### src/design/assert_macros.svh
// assertion macros shared by the rectangle painter rtl
`ifndef ASSERT_MACROS_SVH
`define ASSERT_MACROS_SVH

// clocked implication on the same edge, disabled in reset
`define TRPP_ASSERT_SAME(label, ante, cons, msg) \
	label: assert property (@(posedge clk) disable iff (!arst_n) (ante) |-> (cons)) \
		else $error(msg);

// clocked implication on the next edge, disabled in reset
`define TRPP_ASSERT_NEXT(label, ante, cons, msg) \
	label: assert property (@(posedge clk) disable iff (!arst_n) (ante) |=> (cons)) \
		else $error(msg);

`endif

### src/design/trpp_pkg.sv
// types, register indexes and helpers for the thick rectangle pixel painter
package trpp_pkg;

	localparam int COORD_W = 16;
	localparam int PIX_W   = 15;
	localparam int DIFF_W  = 18;
	localparam int IDX_W   = 8;
	localparam int DATA_W  = 24;

	typedef enum logic [IDX_W-1:0] {
		REG_CORNER_A_X = 8'd0,
		REG_CORNER_A_Y = 8'd1,
		REG_CORNER_B_X = 8'd2,
		REG_CORNER_B_Y = 8'd3,
		REG_LINE_WIDTH = 8'd4,
		REG_BORDER_RGB = 8'd5,
		REG_FILL_RGB   = 8'd6,
		REG_FILL_ON    = 8'd7
	} reg_idx_t;

	typedef struct packed {
		logic [PIX_W-1:0] pix_x;
		logic [PIX_W-1:0] pix_y;
		logic [7:0]       in_red;
		logic [7:0]       in_green;
		logic [7:0]       in_blue;
	} pix_in_t;

	typedef struct packed {
		logic [7:0] out_red;
		logic [7:0] out_green;
		logic [7:0] out_blue;
	} pix_out_t;

	typedef struct packed {
		logic signed [COORD_W-1:0] x0;
		logic signed [COORD_W-1:0] x1;
		logic signed [COORD_W-1:0] y0;
		logic signed [COORD_W-1:0] y1;
		logic [7:0]                thick;
		logic [23:0]               border_rgb;
		logic [23:0]               fill_rgb;
		logic                      fill_on;
	} cfg_t;

	// distance magnitude truncated to its low 8 bits, with a flag for 256 and beyond
	typedef struct packed {
		logic       far;
		logic [7:0] mag;
	} dist_t;

	function automatic dist_t dist_mag(logic signed [DIFF_W-1:0] d);
		logic [DIFF_W-1:0] m;
		dist_t             r;
		m     = d[DIFF_W-1] ? DIFF_W'(-d) : DIFF_W'(d);
		r.far = |m[DIFF_W-1:8];
		r.mag = m[7:0];
		return r;
	endfunction

endpackage

### src/design/trpp_cfg.sv
// configuration registers with corner order normalized
module trpp_cfg (
	input  logic                           clk,
	input  logic                           arst_n,
	input  logic                           wr_en,
	input  logic [trpp_pkg::IDX_W-1:0]     wr_index,
	input  logic [trpp_pkg::DATA_W-1:0]    wr_data,
	output trpp_pkg::cfg_t                 cfg
);

	logic signed [trpp_pkg::COORD_W-1:0] ax_q, ay_q, bx_q, by_q;
	logic [7:0]                          thick_q;
	logic [23:0]                         border_q, fill_q;
	logic                                fill_on_q;

	always_ff @(posedge clk or negedge arst_n) begin
		if (!arst_n) begin
			ax_q      <= '0;
			ay_q      <= '0;
			bx_q      <= '0;
			by_q      <= '0;
			thick_q   <= '0;
			border_q  <= '0;
			fill_q    <= '0;
			fill_on_q <= 1'b0;
		end else if (wr_en) begin
			unique case (trpp_pkg::reg_idx_t'(wr_index))
				trpp_pkg::REG_CORNER_A_X: ax_q <= wr_data[trpp_pkg::COORD_W-1:0];
				trpp_pkg::REG_CORNER_A_Y: ay_q <= wr_data[trpp_pkg::COORD_W-1:0];
				trpp_pkg::REG_CORNER_B_X: bx_q <= wr_data[trpp_pkg::COORD_W-1:0];
				trpp_pkg::REG_CORNER_B_Y: by_q <= wr_data[trpp_pkg::COORD_W-1:0];
				trpp_pkg::REG_LINE_WIDTH: thick_q <= wr_data[7:0];
				trpp_pkg::REG_BORDER_RGB: border_q <= wr_data[23:0];
				trpp_pkg::REG_FILL_RGB:   fill_q <= wr_data[23:0];
				trpp_pkg::REG_FILL_ON:    fill_on_q <= wr_data[0];
				default: ;
			endcase
		end
	end

	always_comb begin
		cfg.x0         = (ax_q < bx_q) ? ax_q : bx_q;
		cfg.x1         = (ax_q < bx_q) ? bx_q : ax_q;
		cfg.y0         = (ay_q < by_q) ? ay_q : by_q;
		cfg.y1         = (ay_q < by_q) ? by_q : ay_q;
		cfg.thick      = thick_q;
		cfg.border_rgb = border_q;
		cfg.fill_rgb   = fill_q;
		cfg.fill_on    = fill_on_q;
	end

endmodule

### src/design/thick_rect_pixel_painter.sv
// thick rectangle pixel painter: three-stage pixel pipeline ending in an output register
//
// Usage
//   in channel:  in_valid / in_ready / in_data, one pixel with its coordinate.
//   out channel: out_valid / out_ready / out_data, the new color of that pixel.
//   cfg channel: cfg_valid / cfg_ready / cfg_index / cfg_data, register writes;
//     cfg_ready is always high, indexes above the register list are ignored.
//   Write configuration only while no pixel is in flight.
// Pipeline and throughput
//   An accepted pixel passes the stage 1 and 2 registers and then the output register.
//   One pixel per cycle is sustained while out_ready stays high; the stages are
//   corner differences, squares and band tests, then disk compare and color select.
// Reset
//   arst_n low empties the pipeline and clears the configuration registers to zero.
// Stalls
//   When out_ready is low the result holds; earlier stages keep filling
//   until every stage is full, then in_ready falls. No pixel is lost.
`include "assert_macros.svh"

module thick_rect_pixel_painter (
	input  logic                        clk,
	input  logic                        arst_n,
	input  logic                        in_valid,
	output logic                        in_ready,
	input  trpp_pkg::pix_in_t           in_data,
	output logic                        out_valid,
	input  logic                        out_ready,
	output trpp_pkg::pix_out_t          out_data,
	input  logic                        cfg_valid,
	output logic                        cfg_ready,
	input  logic [trpp_pkg::IDX_W-1:0]  cfg_index,
	input  logic [trpp_pkg::DATA_W-1:0] cfg_data
);

	localparam int DW = trpp_pkg::DIFF_W;

	trpp_pkg::cfg_t cfg;

	assign cfg_ready = 1'b1;

	trpp_cfg u_cfg (
		.clk      (clk),
		.arst_n   (arst_n),
		.wr_en    (cfg_valid & cfg_ready),
		.wr_index (cfg_index),
		.wr_data  (cfg_data),
		.cfg      (cfg)
	);

	// stage enables
	logic v_s1, v_s2, out_valid_q;
	logic en_s1, en_s2, en_out;

	assign en_out   = !out_valid_q || out_ready;
	assign en_s2    = !v_s2 || en_out;
	assign en_s1    = !v_s1 || en_s2;
	assign in_ready = en_s1;

	always_ff @(posedge clk or negedge arst_n) begin
		if (!arst_n) begin
			v_s1        <= 1'b0;
			v_s2        <= 1'b0;
			out_valid_q <= 1'b0;
		end else begin
			if (en_s1)  v_s1 <= in_valid;
			if (en_s2)  v_s2 <= v_s1;
			if (en_out) out_valid_q <= v_s2;
		end
	end

	// stage 1: differences to the corner lines
	logic signed [DW-1:0] px, py;
	logic signed [DW-1:0] dx0_s1, dx1_s1, dy0_s1, dy1_s1;
	logic [23:0]          rgb_s1;

	assign px = $signed({{(DW-trpp_pkg::PIX_W){1'b0}}, in_data.pix_x});
	assign py = $signed({{(DW-trpp_pkg::PIX_W){1'b0}}, in_data.pix_y});

	always_ff @(posedge clk) begin
		if (en_s1 && in_valid) begin
			dx0_s1 <= px - DW'(cfg.x0);
			dx1_s1 <= px - DW'(cfg.x1);
			dy0_s1 <= py - DW'(cfg.y0);
			dy1_s1 <= py - DW'(cfg.y1);
			rgb_s1 <= {in_data.in_red, in_data.in_green, in_data.in_blue};
		end
	end

	// stage 2: band and interior tests, squared distances
	logic [8:0]              half_up;
	logic signed [DW-1:0]    band_lo, band_hi;
	logic signed [DW:0]      two_t, two_t_neg;
	logic                    in_x, in_y, band, inner;
	trpp_pkg::dist_t         mx0, mx1, my0, my1;
	logic [15:0]             sqx0_s2, sqx1_s2, sqy0_s2, sqy1_s2, tsq_s2;
	logic                    fx0_s2, fx1_s2, fy0_s2, fy1_s2;
	logic                    band_s2, inner_s2;
	logic [23:0]             rgb_s2;

	always_comb begin
		half_up   = (9'(cfg.thick) + 9'd1) >> 1;
		band_lo   = DW'(0) - $signed(DW'(half_up));
		band_hi   = $signed(DW'(cfg.thick >> 1));
		two_t     = $signed((DW+1)'(cfg.thick));
		two_t_neg = (DW+1)'(0) - two_t;
		in_x      = !dx0_s1[DW-1] && (dx1_s1 <= 0);
		in_y      = !dy0_s1[DW-1] && (dy1_s1 <= 0);
		band      = (in_x && ((dy0_s1 >= band_lo && dy0_s1 <= band_hi) ||
			(dy1_s1 >= band_lo && dy1_s1 <= band_hi))) ||
			(in_y && ((dx0_s1 >= band_lo && dx0_s1 <= band_hi) ||
			(dx1_s1 >= band_lo && dx1_s1 <= band_hi)));
		inner     = cfg.fill_on && in_x && in_y &&
			($signed({dx0_s1, 1'b0}) >= two_t) && ($signed({dx1_s1, 1'b0}) <= two_t_neg) &&
			($signed({dy0_s1, 1'b0}) >= two_t) && ($signed({dy1_s1, 1'b0}) <= two_t_neg);
		mx0       = trpp_pkg::dist_mag(dx0_s1);
		mx1       = trpp_pkg::dist_mag(dx1_s1);
		my0       = trpp_pkg::dist_mag(dy0_s1);
		my1       = trpp_pkg::dist_mag(dy1_s1);
	end

	always_ff @(posedge clk) begin
		if (en_s2 && v_s1) begin
			sqx0_s2  <= mx0.mag * mx0.mag;
			sqx1_s2  <= mx1.mag * mx1.mag;
			sqy0_s2  <= my0.mag * my0.mag;
			sqy1_s2  <= my1.mag * my1.mag;
			tsq_s2   <= cfg.thick * cfg.thick;
			fx0_s2   <= mx0.far;
			fx1_s2   <= mx1.far;
			fy0_s2   <= my0.far;
			fy1_s2   <= my1.far;
			band_s2  <= band;
			inner_s2 <= inner;
			rgb_s2   <= rgb_s1;
		end
	end

	// stage 3: corner disks and color select
	logic [18:0] d00, d10, d01, d11, tsq_w;
	logic        border;
	logic [23:0] rgb_out_q;

	always_comb begin
		tsq_w  = 19'(tsq_s2);
		d00    = (19'(sqx0_s2) + 19'(sqy0_s2)) << 2;
		d10    = (19'(sqx1_s2) + 19'(sqy0_s2)) << 2;
		d01    = (19'(sqx0_s2) + 19'(sqy1_s2)) << 2;
		d11    = (19'(sqx1_s2) + 19'(sqy1_s2)) << 2;
		border = band_s2 ||
			(!fx0_s2 && !fy0_s2 && d00 <= tsq_w) ||
			(!fx1_s2 && !fy0_s2 && d10 <= tsq_w) ||
			(!fx0_s2 && !fy1_s2 && d01 <= tsq_w) ||
			(!fx1_s2 && !fy1_s2 && d11 <= tsq_w);
	end

	always_ff @(posedge clk) begin
		if (en_out && v_s2) begin
			if (border) begin
				rgb_out_q <= cfg.border_rgb;
			end else if (inner_s2) begin
				rgb_out_q <= cfg.fill_rgb;
			end else begin
				rgb_out_q <= rgb_s2;
			end
		end
	end

	assign out_valid          = out_valid_q;
	assign out_data.out_red   = rgb_out_q[23:16];
	assign out_data.out_green = rgb_out_q[15:8];
	assign out_data.out_blue  = rgb_out_q[7:0];

	`TRPP_ASSERT_SAME(a_ready_when_out_free, !out_valid_q, in_ready,
		"input stalled with an empty output register")
	`TRPP_ASSERT_NEXT(a_accept_fills_s1, in_valid && in_ready, v_s1,
		"accepted item missing from first stage")
	`TRPP_ASSERT_NEXT(a_s2_moves_out, v_s2 && en_out, out_valid_q,
		"second stage item lost on its way to the output")
	`TRPP_ASSERT_NEXT(a_stall_holds_s2, v_s2 && !en_out, v_s2 && $stable(rgb_s2),
		"second stage item changed during a stall")

endmodule
### config.mk
export PLATFORM = sky130hd
export DESIGN_NAME = thick_rect_pixel_painter
export DESIGN_NICKNAME = d
export VERILOG_FILES = /design/src/design/trpp_pkg.sv /design/src/design/trpp_cfg.sv /design/src/design/thick_rect_pixel_painter.sv
export VERILOG_INCLUDE_DIRS = /design/src /design/src/design
export SDC_FILE = /design/constraint.sdc
export NUM_CORES = 1
export LEC_CHECK = 0
export BUFFER_PORTS_ARGS = -buffer_cell sky130_fd_sc_hd__buf_2
export CAP_MARGIN = 20
export CORE_ASPECT_RATIO = 0.75
export CORE_MARGIN = 8
export CORE_UTILIZATION = 59
export CTS_BUF_LIST = sky130_fd_sc_hd__clkbuf_4
export DETAILED_ROUTE_END_ITERATION = 8
export PLACE_DENSITY = 0.86
export SLEW_MARGIN = 20
export SYNTH_ARGS = -nofsm -noshare
export SYNTH_HDL_FRONTEND = slang
export SYNTH_HIERARCHICAL = 1
export SYNTH_SLANG_ARGS = --single-unit
### constraint.sdc
create_clock -name clk -period 7.4 [get_ports clk]
set_clock_uncertainty 0.2 [all_clocks]
set_input_delay 0.37 -clock clk [delete_from_list [all_inputs] [get_ports clk]]
set_output_delay 0.37 -clock clk [all_outputs]
set_load 0.1 [all_outputs]
==> qor.yml, run 1 <==
status: "completed"
cp_max_fo: 13
grt_usage_pct: 29.64
clk_latency_ns: 0.93
rsz0062_at_grt: "false"
final_nets: 4150
cts.sinks: 345
yosysWarnings: 6
endpoint_kind: "register"
worstPathCellList: "ha_1 > nand4_1 > nor2_1 > a221o_1 > a211oi_4 > xnor2_4 > mux2_4 > inv_1 > ha_1 > nor2b_1 > o21ai_0 > a21boi_0 > o21a_1 > o311ai_1 > a311oi_1 > o21ai_0 > nand2b_1 > a211oi_1 > dlygate4sd3_1"
vias: 26330
io_buffers: 116
drive_gt1_share_pct: 12.96
clock_path_buffers: 3
postCtsResizedCells: 0
min_path_cells: 2
clk_pin_slew_ns: 0.09
cp_slowest_cell: "xnor2_4"
drt_wl_total_mm: 93.87
async_reset_ff_share_pct: 35.94
rows: 74
yosysSeqAreaShare_pct: 30.28
hpwlAfterDp_mm: 63.35
synth.avg_cell_area_sq_um: 10.25
setup_violations: 0
tightest_slew_ns: 1.114
area_growth_pct: 11.71
drtIter0Drc: 2915
power.leakage_nw: 16.90
post-route-period-util_pct: 89.05
cts_setup_buffers: 0
vias_per_cell: 6.225
root_buffer: "clkbuf_4"
slew_headroom_pct: 25.53
final_hold_viol_count: 0
powerDensity_mw_per_mm2: 437.6
synth_seq_cells: 345
fmax_mhz: 151.7
cts_htree_levels: 3
worstPathRequired_ns: 7.97
drv_cap: 0
hold_path_class: "in2reg"
tns_ns: 0
power_mw: 15.72
cts_tree: "built"
final_antenna_net_count: 0
r2r_cells: 19
routedWlPerCell_um: 22.19
cp.arrival_ns: 7.16
crit_path_start_kind: "register"
drc: 0
grt_first_pass_wirelength_mm: 147.2
synth_edf_count: 221
ios: 118
timing.rr.end: "dy0_s1[16]"
first_pass_iters: 7
start_util_pct: 59.38
slowest_delay_ns: 0.65
ir_drop_uv: 443.6
die_height_um: 218.2
gp_congestion: 0.9263
first_global_vias: 27020
core_area_sq_mm: 0.05416
die_x_um: 285.6
cts_buffers: 84
min_period_ns: 6.590
busiest_layer: "met2"
ff2ff_setup_slack_ns: 0.81
overflow: 0
synthDistinctLibCells: 86
slew_viol_final: 0
grtUsageMet3_pct: 7.722
dieArea_sq_mm: 0.06232
hold_path_end: "rgb_s1[1]"
syn_inst: 3138
syn-cell-area_sq_mm: 0.03216
rr_startpoint: "u_cfg/ay_q[15]"
crit_type: "reg2reg"
antenna_found_initial: 5
met2_usage_pct: 47.21
grt_start_max_net_pins: 68
met1_usage_pct: 36.61
synthFlopType: "edfxtp_1"
cts_hold_buf: 120
hp-start: "in_data[1]"
==> worst max path at each step <==
stage	start	endpoint	slack, ns	cells past startpoint
floorplan	u_cfg/thick_q[2]	band_s2	0.43	14
global placement	dy0_s1[0]	sqy0_s2[15]	1.31	21
detailed placement	dx0_s1[2]	sqx0_s2[15]	1.10	18
CTS	dx0_s1[2]	sqx0_s2[15]	1.05	18
global route	dx0_s1[0]	sqx0_s2[15]	0.57	23
finish	u_cfg/ay_q[15]	dy0_s1[16]	0.81	19
==> stage by stage <==
stage               util [%]  instance area (sq um)  cells  hold WS [ns]  worst slack (ns)
finish                 66.33                  35930   4230       0.05518            0.8102
global route           66.33                  35930   4229      0.002921            0.5692
CTS                    66.27                  35890   4224      0.006686             1.053
detailed placement     61.99                  33570   3952        0.2045             1.101
global placement       61.99                  33570   3952        0.2024             1.306
floorplan                  -                  32170   3141       -0.1256            0.4266
==> Yosys cell counts, drive strengths merged, types with 12 or more instances <==
cell / instances / share of area [%]
a211oi: 19 / 0.50
a21o: 58 / 1.4
a21oi: 147 / 2.3
a31oi: 21 / 0.41
and2: 15 / 0.30
and3: 20 / 0.39
buf: 14 / 0.39
clkbuf: 27 / 0.32
dfrtp: 124 / 9.6
edfxtp: 221 / 21
fa: 129 / 8.0
ha: 493 / 19
inv: 391 / 4.6
mux2: 234 / 8.8
nand2: 116 / 1.4
nand2b: 36 / 0.70
nand3: 50 / 0.78
nand3b: 17 / 0.40
nand4: 36 / 0.75
nor2: 261 / 3.0
nor2b: 51 / 0.99
nor3: 73 / 1.2
nor4: 18 / 0.35
o2111ai: 12 / 0.33
o211ai: 13 / 0.30
o21a: 40 / 0.93
o21ai: 93 / 1.5
o21bai: 15 / 0.35
or2: 26 / 0.51
or3: 19 / 0.37
xnor2: 150 / 4.1
xor2: 62 / 1.7
==> state kept, by name (all words and copies together) (netlist names), 8 cells and up <==
name,count
u_cfg/ax_q,16
dx1_s1,17
u_cfg/ay_q,16
dy0_s1,17
sqy1_s2,15
tsq_s2,15
rgb_s2,24
u_cfg/bx_q,16
dx0_s1,17
sqx0_s2,15
u_cfg/border_q,24
sqx1_s2,15
u_cfg/fill_q,24
u_cfg/thick_q,8
dy1_s1,17
u_cfg/by_q,16
rgb_s1,24
sqy0_s2,15
out_data,24
==> report_power, final <==
part | total (mW) | internal [mW] | switching (mW)
logic | 10.7 | 4.63 | 6.07
registers | 3.22 | 2.83 | 0.395
clock network | 1.80 | 0.788 | 1.01
==> cell families (layout without fill, tap and decap cells) <==
kind of cell,after synthesis,in the layout,synth area share [%]
fa+ha+maj,622,622,27.21
simple gates,760,760,11.66
flops,345,345,30.28
other cells,2,10,0.02335
buf+inv,442,804,5.419
xor+xnor,212,212,5.773
mux,241,241,8.994
compound gates,514,514,10.64
==> layer usage <==
layer / wire [um] / share of wire (%)
met5: 97 / 0.10
met4: 6290 / 6.7
met3: 9445 / 10
met2: 41890 / 45
met1: 36150 / 39
==> layout by cell type, fill, tap and decap left out, types with 103 or more instances in the layout <==
cell type / count
xnor2_1: 149
a21oi_1: 147
dfrtp_1: 124
buf_2: 115
nor2_1: 260
inv_1: 390
ha_1: 493
dlygate4sd3_1: 120
mux2_1: 103
nand2_1: 116
edfxtp_1: 221
clkbuf_4: 124
fa_1: 129
==> area by class of cell <==
| class | instances | area [sq um] |
|---|---|---|
| Fill cell | 3819 | 18240 |
| Sequential cell | 345 | 9739 |
| Multi-Input combinational cell | 2354 | 20740 |
| Clock inverter | 28 | 170.2 |
| Clock buffer | 124 | 930.9 |
| Inverter | 399 | 1498 |
| Timing Repair Buffer | 253 | 1932 |
| Tap cell | 722 | 903.4 |
| Antenna cell | 5 | 12.51 |
==> critical path: cells and delay by family (launching register included) <==
family | cells | cell delay [ns]
buf+inv | 2 | 0.68
flops | 1 | 0.43
compound gates | 9 | 2.48
fa+ha+maj | 2 | 0.74
mux | 1 | 0.35
simple gates | 4 | 0.92
xor+xnor | 1 | 0.65
(Power assumes the default switching activity.)
==> run 2, diff against run 1 <==
Settings changed: CORE_ASPECT_RATIO 0.75 to 0.7.
==> qor.yml, run 2 (synthesis gave the netlist of run 1 again) <==
status: "completed"
utilization_pct: 66.82
drive_gt1_share_pct: 12.97
postCtsResizedCells: 0
crit_type: "reg2reg"
first_global_vias: 25392
dieArea_sq_mm: 0.06236
grt_usage_pct: 26.50
cts_hold_buf: 123
root_buffer: "clkbuf_4"
slew_headroom_pct: 29.79
die_height_um: 211.3
hold_slack_ns: 0.05234
cts.sinks: 345
worstPathRequired_ns: 7.81
crit_start: "dy0_s1[0]"
overflow: 0
crit_path_start_kind: "register"
vias: 25107
slew_viol_final: 0
ios: 118
final_antenna_net_count: 0
final_hold_viol_count: 0
grt_start_max_net_pins: 69
final_nets: 4154
clk_pin_slew_ns: 0.07
drt_wl_total_mm: 83.31
grt_first_pass_wirelength_mm: 133.0
setup_violations: 0
ir_drop_uv: 453.9
clk_latency_ns: 0.92
layout_commonest_cell: "ha_1"
cts_htree_levels: 3
rr_startpoint: "dy0_s1[0]"
clockPowerShare_pct: 11.0
drtIter0Drc: 2193
vias_per_cell: 5.909
cts_buffers: 85
hpwlAfterDp_mm: 61.38
clock_path_buffers: 3
endpoint_kind: "register"
cts_setup_buffers: 0
power_frac_comb_pct: 68.2
drv_cap: 0
power.leakage_nw: 16.93
min_period_ns: 6.486
die_x_um: 295.1
rows: 71
post-route-period-util_pct: 87.65
final_cell_mix: "ha_1, inv_1, nor2_1, edfxtp_1, xnor2_1"
core_area_sq_mm: 0.05383
routedWlPerCell_um: 19.61
intPower_mw: 8.242
tns_ns: 0
rsz0062_at_grt: "false"
power_switching_mw: 7.229
drc: 0
fmax_mhz: 154.2
first_pass_iters: 5
power_switching_share_pct: 46.73
hp-start: "cfg_data[19]"
power_frac_seq_pct: 20.8
cts_tree: "built"
antenna_found_initial: 3
cp_max_fo: 11
io_buffers: 116
cp.arrival_ns: 6.90
area_growth_pct: 11.84
hold_path_class: "in2reg"
powerDensity_mw_per_mm2: 430.1
tightest_slew_ns: 1.046
start_util_pct: 59.75
gp_congestion: 0.9755
n_fill_cell: 3967
[run 2: changes by cell type in the layout (fill, tap and decap cells not counted)]
cell / change
diode_2: +6
inv_8: +3
clkinv_1: +2
clkinv_8: -2
dlygate4sd3_1: +2
buf_4: +1
clkbuf_4: +1
clkinv_2: -1
clkinv_4: -1
clkinvlp_4: +1
inv_6: -1
xnor2_2: +1
xnor2_4: -1
[run 2: critical path: stages, from the launching register on]
cell	delay, ns
edfxtp_1	0.42
clkinv_1	0.35
ha_1	0.35
nand2_1	0.08
nand2_1	0.07
xnor2_1	0.26
inv_1	0.20
nor2_1	0.25
inv_1	0.10
fa_1	0.42
inv_1	0.07
fa_1	0.42
ha_1	0.30
inv_1	0.06
fa_1	0.54
inv_1	0.04
ha_1	0.32
a21o_1	0.19
a21oi_1	0.23
o21bai_1	0.10
a21oi_1	0.24
nor2b_1	0.11
o2111ai_1	0.20
nand3_1	0.16
o41a_1	0.36
xor2_1	0.15
[run 2: worst paths after layout]
check	cells past startpoint	endpoint	slack, ns
max in group asynchronous	4	u_cfg/by_q[12]	5.77
worst min-delay path	3	u_cfg/border_q[19]	0.05
min in group asynchronous	3	u_cfg/bx_q[0]	0.34
worst max register to register	25	sqy0_s2[15]	0.91
worst max-delay path	25	sqy0_s2[15]	0.91
worst min register to register	0	rgb_s2[20]	0.22
[run 2: power groups by stage]
stage	registers (mW)	logic, mW	clock network [mW]
after floorplan	3.14	8.05	0
after global placement	3.22	9.90	0
after detailed placement	3.22	10.3	0
after CTS	3.19	10.5	1.69
after global routing	3.23	11.9	1.81
final	3.21	10.6	1.70
[run 2: per-layer routing]
metal / part of all wire (%) / global-route usage, %
met2: 45 / 42.43
met3: 8.6 / 5.965
met5: 0 / 0
met1: 43 / 35.05
met4: 3.8 / 10.15
[run 2: cell type report]
cell class | instances | area (sq um) | share of cell area [%]
multi-input combinational | 2354 | 20730 | 57.63
tap | 730 | 913.4 | 2.539
clock buffer | 125 | 938.4 | 2.609
sequential | 345 | 9739 | 27.08
antenna | 11 | 27.53 | 0.07652
inverter | 399 | 1498 | 4.164
timing repair buffer | 256 | 1959 | 5.447
clock inverter | 29 | 163.9 | 0.4557
[run 2: metrics by stage]
stage | std cells | power, mW | instance area, sq um | setup WS [ns]
after floorplan | 3141 | 11.19 | 32170 | 0.4266
after global placement | 3961 | 13.12 | 33590 | 1.280
after detailed placement | 3961 | 13.55 | 33590 | 0.9863
after CTS | 4238 | 15.39 | 35940 | 0.9662
after global routing | 4242 | 16.98 | 35950 | 0.4399
final | 4249 | 15.47 | 35970 | 0.9138
